===== src/rtl/core/nns_pkg.sv =====
package nns_pkg;

  // operation codes of an input word
  localparam logic [1:0] OP_CLEAR  = 2'd0;
  localparam logic [1:0] OP_APPEND = 2'd1;
  localparam logic [1:0] OP_QUERY  = 2'd2;

  // configuration register indexes
  localparam int unsigned CFG_INDEX_W = 1;
  localparam logic [CFG_INDEX_W-1:0] REG_DIMENSIONS = 1'd0;
  localparam logic [CFG_INDEX_W-1:0] REG_METRIC     = 1'd1;

  // metric codes
  localparam logic METRIC_L2 = 1'b0;
  localparam logic METRIC_L1 = 1'b1;

  // fixed field widths
  localparam int unsigned OP_W       = 2;
  localparam int unsigned DIM_REG_W  = 5;
  localparam int unsigned CFG_DATA_W = 5;
  localparam int unsigned INDEX_W    = 8;
  localparam int unsigned DIST_W     = 37;

  // sample index carried along the scan pipeline, wide enough for the largest store
  localparam int unsigned TAG_SAMPLE_W = 12;

  typedef struct packed {
    logic                    valid;
    logic                    last;
    logic [TAG_SAMPLE_W-1:0] sample;
  } scan_tag_t;

endpackage


===== src/rtl/core/nns_dist_unit.sv =====
module nns_dist_unit #(
  parameter int unsigned VALUE_BITS = 16,
  parameter int unsigned ACC_W      = 36
) (
  input  logic                                clk,
  input  logic                                rst,
  input  logic                                start,
  input  logic                                metric,
  input  nns_pkg::scan_tag_t                  tag_in,
  input  logic [VALUE_BITS-1:0]               query_val,
  input  logic [VALUE_BITS-1:0]               sample_val,
  output logic                                busy,
  output logic [ACC_W-1:0]                    best_dist,
  output logic [nns_pkg::TAG_SAMPLE_W-1:0]    best_idx
);

  localparam int unsigned TERM_W = 2 * VALUE_BITS;

  nns_pkg::scan_tag_t tag_a;
  nns_pkg::scan_tag_t tag_b;
  logic [VALUE_BITS-1:0] absd;
  logic [TERM_W-1:0]     term;
  logic [ACC_W-1:0]      acc;
  logic                  have_best;

  logic signed [VALUE_BITS:0] diff;
  logic [VALUE_BITS:0]        diff_mag;
  logic [TERM_W-1:0]          sq;
  logic [ACC_W-1:0]           acc_sum;

  // stage a: absolute difference
  always_comb begin
    diff     = $signed({query_val[VALUE_BITS-1], query_val})
             - $signed({sample_val[VALUE_BITS-1], sample_val});
    diff_mag = diff[VALUE_BITS] ? (VALUE_BITS+1)'(-diff) : (VALUE_BITS+1)'(diff);
  end

  // stage b: square or pass through
  assign sq = absd * absd;

  // stage c: accumulate, compare on the last coordinate
  assign acc_sum = acc + ACC_W'(term);

  always_ff @(posedge clk) begin
    if (rst) begin
      tag_a <= '0;
      tag_b <= '0;
    end else begin
      tag_a <= tag_in;
      tag_b <= tag_a;
    end
  end

  always_ff @(posedge clk) begin
    absd <= diff_mag[VALUE_BITS-1:0];
    term <= (metric == nns_pkg::METRIC_L1) ? TERM_W'(absd) : sq;
  end

  always_ff @(posedge clk) begin
    if (start) begin
      acc       <= '0;
      best_dist <= '0;
      best_idx  <= '0;
      have_best <= 1'b0;
    end else if (tag_b.valid) begin
      if (tag_b.last) begin
        acc <= '0;
        // strict less-than keeps the earliest sample on a tie
        if (!have_best || acc_sum < best_dist) begin
          best_dist <= acc_sum;
          best_idx  <= tag_b.sample;
          have_best <= 1'b1;
        end
      end else begin
        acc <= acc_sum;
      end
    end
  end

  assign busy = tag_a.valid | tag_b.valid;

endmodule


===== config.mk =====
export PLATFORM = sky130hd
export DESIGN_NAME = nns_dist_unit
export DESIGN_NICKNAME = d
export VERILOG_FILES = /design/src/rtl/core/nns_pkg.sv /design/src/rtl/core/nns_dist_unit.sv
export SDC_FILE = /design/constraint.sdc
export NUM_CORES = 1
export LEC_CHECK = 0
export BUFFER_PORTS_ARGS = -buffer_cell sky130_fd_sc_hd__buf_2
export CAP_MARGIN = 20
export CELL_PAD_IN_SITES_DETAIL_PLACEMENT = 0
export CELL_PAD_IN_SITES_GLOBAL_PLACEMENT = 2
export CORE_UTILIZATION = 39
export CTS_CLUSTER_DIAMETER = 60
export DETAILED_ROUTE_END_ITERATION = 7
export GPL_TIMING_DRIVEN = 0
export PLACE_DENSITY_LB_ADDON = 0.1
export SLEW_MARGIN = 20
export SYNTH_ARGS = -nofsm -noshare
export SYNTH_HDL_FRONTEND = slang
export SYNTH_SLANG_ARGS = --single-unit

===== constraint.sdc =====
create_clock -name clk -period 8.5 [get_ports clk]
set_input_delay 0.85 -clock clk [delete_from_list [all_inputs] [get_ports clk]]
set_output_delay 0.85 -clock clk [all_outputs]
set_load 0.02 [all_outputs]

-- After elaboration in Yosys (flattened, before gate mapping)
Cells that the tools add are included.
- output and inout port bits: 49
- logic and storage cells: 25
- flip-flop bits (word level): 161
- input port bits: 50
- multiply operators: 1
- reductions and logical operators: 3
- add/subtract/negate cells: 3
- $lt $le $gt $ge: 1
- mux-type cells: 3
- bitwise operators: 1
- operators by type and width (kind ; number):
    36-bit by 32-bit adder with 36-bit output ; 1
    36-bit less-than comparator ; 1
    36-bit two-way mux ; 1
    16-bit by 16-bit multiplier with 32-bit output ; 1
    16-bit two-way mux ; 2
    16-bit by 16-bit subtractor with 17-bit output ; 1
    16-bit negation ; 1
    3-bit AND reduction ; 1
    1-bit logical NOT ; 1
    1-bit logical OR ; 1
    1-bit bitwise OR ; 1

-- Logic depth before layout (Yosys ltp)
- word-level depth: 4
- mapped depth: 26
- gate-level depth less buffers: 24

-- Worst setup path after synthesis
OpenSTA, ideal clock, no wires.
- path type: register to register
- start: reg absd[1]
- end: reg term[25]
- path slack: 2.203 ns
- setup time: 0.128 ns
- stages on the path, launching flop included: 24
- arrival time: 6.170 ns
- cell sequence: dfxtp_1 > clkbuf_1 > clkbuf_1 > nand2_1 > fa_1 > fa_1 > inv_1 > fa_1 > fa_1 > fa_1 > inv_1 > fa_1 > inv_1 > ha_1 > clkbuf_1 > a21oi_1 > o21ai_1 > a21o_1 > a221o_1 > a41o_1 > o31a_1 > a211oi_1 > xor2_1 > nor2_1
- longest elaborated chain between the ends: 1
- RTL lines (element ; RTL line ; source):
    start: declaration ; nns_dist_unit.sv:21 ; logic [VALUE_BITS-1:0] absd;
    start signal: assignment ; nns_dist_unit.sv:55 ; absd <= diff_mag[VALUE_BITS-1:0];
    16-bit by 16-bit multiplier with 32-bit output ; nns_dist_unit.sv:39 ; assign sq = absd * absd;
    end signal: assignment ; nns_dist_unit.sv:56 ; term <= (metric == nns_pkg::METRIC_L1) ? TERM_W'(absd) : sq;
    end: declaration ; nns_dist_unit.sv:22 ; logic [TERM_W-1:0] term;
Every way passes these cells.
A chain may end at the register's enable or synchronous reset.

-- Worst setup path in the final report
- start: reg absd[4]
- end: reg term[27]
Same word-level chain as after synthesis.

==> results.sh <==
export IMPL_status="finished clean"
export IMPL_fp_dieW_um=205.5
export IMPL_mappedNetlistArea_mm2=0.01615
export IMPL_endpoint_kind="flip-flop"
export IMPL_grt_pass1_wl_um=64530
export IMPL_overflow=0
export IMPL_drv_slew=0
export IMPL_ys_seq_area_share_pct=19.95
export IMPL_cts_hold_buf=0
export IMPL_hold_end="tag_b[5]"
export IMPL_cts_tree="done"
export IMPL_ant_nets=0
export IMPL_worstMarginPinSlew_ps=908.0
export IMPL_nNetsFinal=2384
export IMPL_synthTopCellsByCount="inv_1, ha_1, fa_1"
export IMPL_synthArstFlopShare_pct=0
export IMPL_dieArea_mm2=0.04224
export IMPL_syn2layout_area_growth_pct=10.76
export IMPL_cts_buffers=17
export IMPL_hold_depth=1
export IMPL_synth_seq_cells=161
export IMPL_seq_area_mm2=0.003223
export IMPL_clockBufferDepth=2
export IMPL_antenna_found_initial=0
export IMPL_clk_latency_ps=460
export IMPL_reg2reg_from="absd[4]"
export IMPL_crit_chain="clkbuf_1 > clkbuf_1 > nand2_1 > fa_1 > fa_1 > inv_1 > fa_1 > fa_1 > fa_1 > inv_1 > fa_1 > inv_1 > ha_1 > clkbuf_1 > a21oi_1 > o21ai_1 > a21o_1 > a221o_1 > a41o_1 > o31a_1 > o31ai_1 > xor2_1 > nor2_1"
export IMPL_grtUsageTotal_pct=19.75
export IMPL_clk_pin_slew_ps=70
export IMPL_chipHeight_um=205.5
export IMPL_crit_top_cell="fa_1"
export IMPL_wl_um=39590
export IMPL_drive_gt1_share_pct=8.467
export IMPL_r2r_slack_ps=1120
export IMPL_synth_edff_count=0
export IMPL_cp_max_fo=10
export IMPL_cts_sinks=161
export IMPL_synth_warnings=0
export IMPL_yosysMostFrequentCell="inv_1"
export IMPL_start_util_pct=39.56
export IMPL_port_buffers=96
export IMPL_grt_max_degree=18
export IMPL_htreeDepth=4
export IMPL_finalCriticalPeriod_ps=7383
export IMPL_clock_root_buffer="clkbuf_16"
export IMPL_ctsResizeCount=0
export IMPL_arrival_ps=7710
export IMPL_start_kind="flip-flop"
export IMPL_hold_class="flip-flop to flip-flop"
export IMPL_vias=12180
export IMPL_maxCapViolations=0
export IMPL_critical_path_class="flip-flop to flip-flop"
export IMPL_core_mm2=0.04083
export IMPL_syn_instance_count=1868
export IMPL_synth_flop_cell="dfxtp_1"
export IMPL_timing_rr_end="term[27]"
export IMPL_ios=99
export IMPL_grt_setup_unrepaired="no"
export IMPL_slowest_delay_ps=560
export IMPL_final_hold_violation_count=0
export IMPL_tns_ps=0
export IMPL_drc=0
export IMPL_finalSetupViolCount=0
export IMPL_firstDrtPassIters=5
export IMPL_hpwl_um=32860
export IMPL_grt_pass1_vias=12510
export IMPL_cp_required_ps=8830
export IMPL_num_antenna_cells=0
export IMPL_fmax_mhz=135.4
export IMPL_rows=74
export IMPL_fillerInstances=4100
export IMPL_synth_top_cell_by_area="fa_1"
export IMPL_worstHoldStart="tag_a[5]"
export IMPL_multiInputGateArea_mm2=0.01137
export IMPL_syn_nets=2269
export IMPL_cts_setup_buffers=0
export IMPL_netlist_cell_type_count=73
export IMPL_synth_top_cell_area_share_pct=20.57
export IMPL_wire_per_inst_um=15.66
export IMPL_clock_skew_ps=11.69
export IMPL_reg2reg_depth=23
export IMPL_place_congestion=0.8162
export IMPL_drt_vias_per_instance=4.816
export IMPL_period_share_pct=86.86
export IMPL_yosys_top_cells_area="fa_1, dfxtp_1, ha_1"
export IMPL_slew_headroom_pct=39.47
export IMPL_drt_first_iter_violations=499
export IMPL_crit_slowest_cell="clkbuf_1"
export IMPL_syn_area_per_cell_um2=8.647
==> final cells by class <==
type                    instances  share of cell area, %
clock buffers                  18                  2.399
plain buffers                  63                  1.497
inverters                     343                  7.196
well taps                     532                  3.721
multi-input cells            1301                  63.58
repair buffers                 96                  2.686
flip-flops and latches        161                  18.02
clock inverters                14                 0.9092
==> per-layer routing <==
| metal | GRT usage (%) | up-vias | wire, um |
|---|---|---|---|
| met1 | 26.31 | 5728 | 19390 |
| met5 | 0 | - | 0 |
| met2 | 33.33 | 145 | 18670 |
| met3 | 2.281 | 36 | 828 |
| li1 | - | 6266 | - |
| met4 | 6.032 | 0 | 698 |
==> flip-flops by register name, summed over array words and instances (netlist names) <==
signal,cells
acc,36
best_idx,12
tag_a,14
absd,16
best_dist,36
have_best,1
tag_b,14
term,32
==> cell families after synthesis <==
family                   after synthesis  share of synthesized area [%]
AND/OR/NAND/NOR                      484                          14.44
XOR/XNOR                              93                          5.182
adder cells (fa/ha/maj)              351                          34.90
AO/OA/AOI/OAI                        333                          13.39
multiplexers                          40                          2.502
buffers and inverters                406                          9.628
flip-flops                           161                          19.95
==> stage by stage <==
| stage | hold WS, ps | cell area (um^2) | util [%] | cells | setup WS (ps) |
|---|---|---|---|---|---|
| after global placement | 417.0 | 17300 | 42.37 | 2496 | 996.7 |
| after global routing | 449.1 | 17890 | 43.82 | 2528 | 708.6 |
| final | 434.2 | 17890 | 43.82 | 2528 | 1117 |
| after detailed placement | 420.4 | 17300 | 42.37 | 2496 | 1072 |
| after CTS | 437.2 | 17890 | 43.82 | 2528 | 1057 |
| after floorplan | 353.6 | 16150 | - | 1868 | 2203 |
==> worst max-delay path: cells and delay by family (launching register included) <==
family	cells	cell delay (ps)
AOI/OAI and AO/OA	7	1660
xor gates and xnor gates	1	180
buffers and inverters	6	1470
and+or+nand+nor	2	200
adders and majority gates	7	3310
DFF	1	430
==> how the worst max path moves through the flow <==
stage                       start        to  slack (ps)  cells after the start
after floorplan           absd[1]  term[25]        2200                     23
after global placement    absd[4]  term[25]        1000                     23
after detailed placement  absd[4]  term[27]        1070                     23
after CTS                 absd[4]  term[27]        1060                     23
after global routing      absd[1]  term[27]         710                     23
final                     absd[4]  term[27]        1120                     23
==> layout by cell type (no fill, tap or decap), drive strengths merged, types with 5 or more instances in the layout <==
cell type | netlist | layout
a31oi | 14 | 14
nand4 | 10 | 10
or2 | 5 | 5
clkbuf | 47 | 65
dfxtp | 161 | 161
a211oi | 18 | 18
and2 | 48 | 48
ha | 185 | 185
nand3 | 24 | 24
and3 | 10 | 10
nand2b | 13 | 13
a21o | 40 | 40
fa | 166 | 166
o21bai | 11 | 11
buf | 16 | 112
nor2b | 63 | 63
o21ai | 66 | 66
a21oi | 112 | 112
nor2 | 141 | 141
inv | 343 | 352
a2111oi | 5 | 5
xnor2 | 56 | 56
mux2i | 37 | 37
nand2 | 137 | 137
nand3b | 8 | 8
o31ai | 7 | 7
o22ai | 5 | 5
xor2 | 37 | 37
o21a | 12 | 12
nor3 | 8 | 8
Power is not shown: default switching activity piles up to over one toggle a cycle in this logic, so the estimate is an artifact.
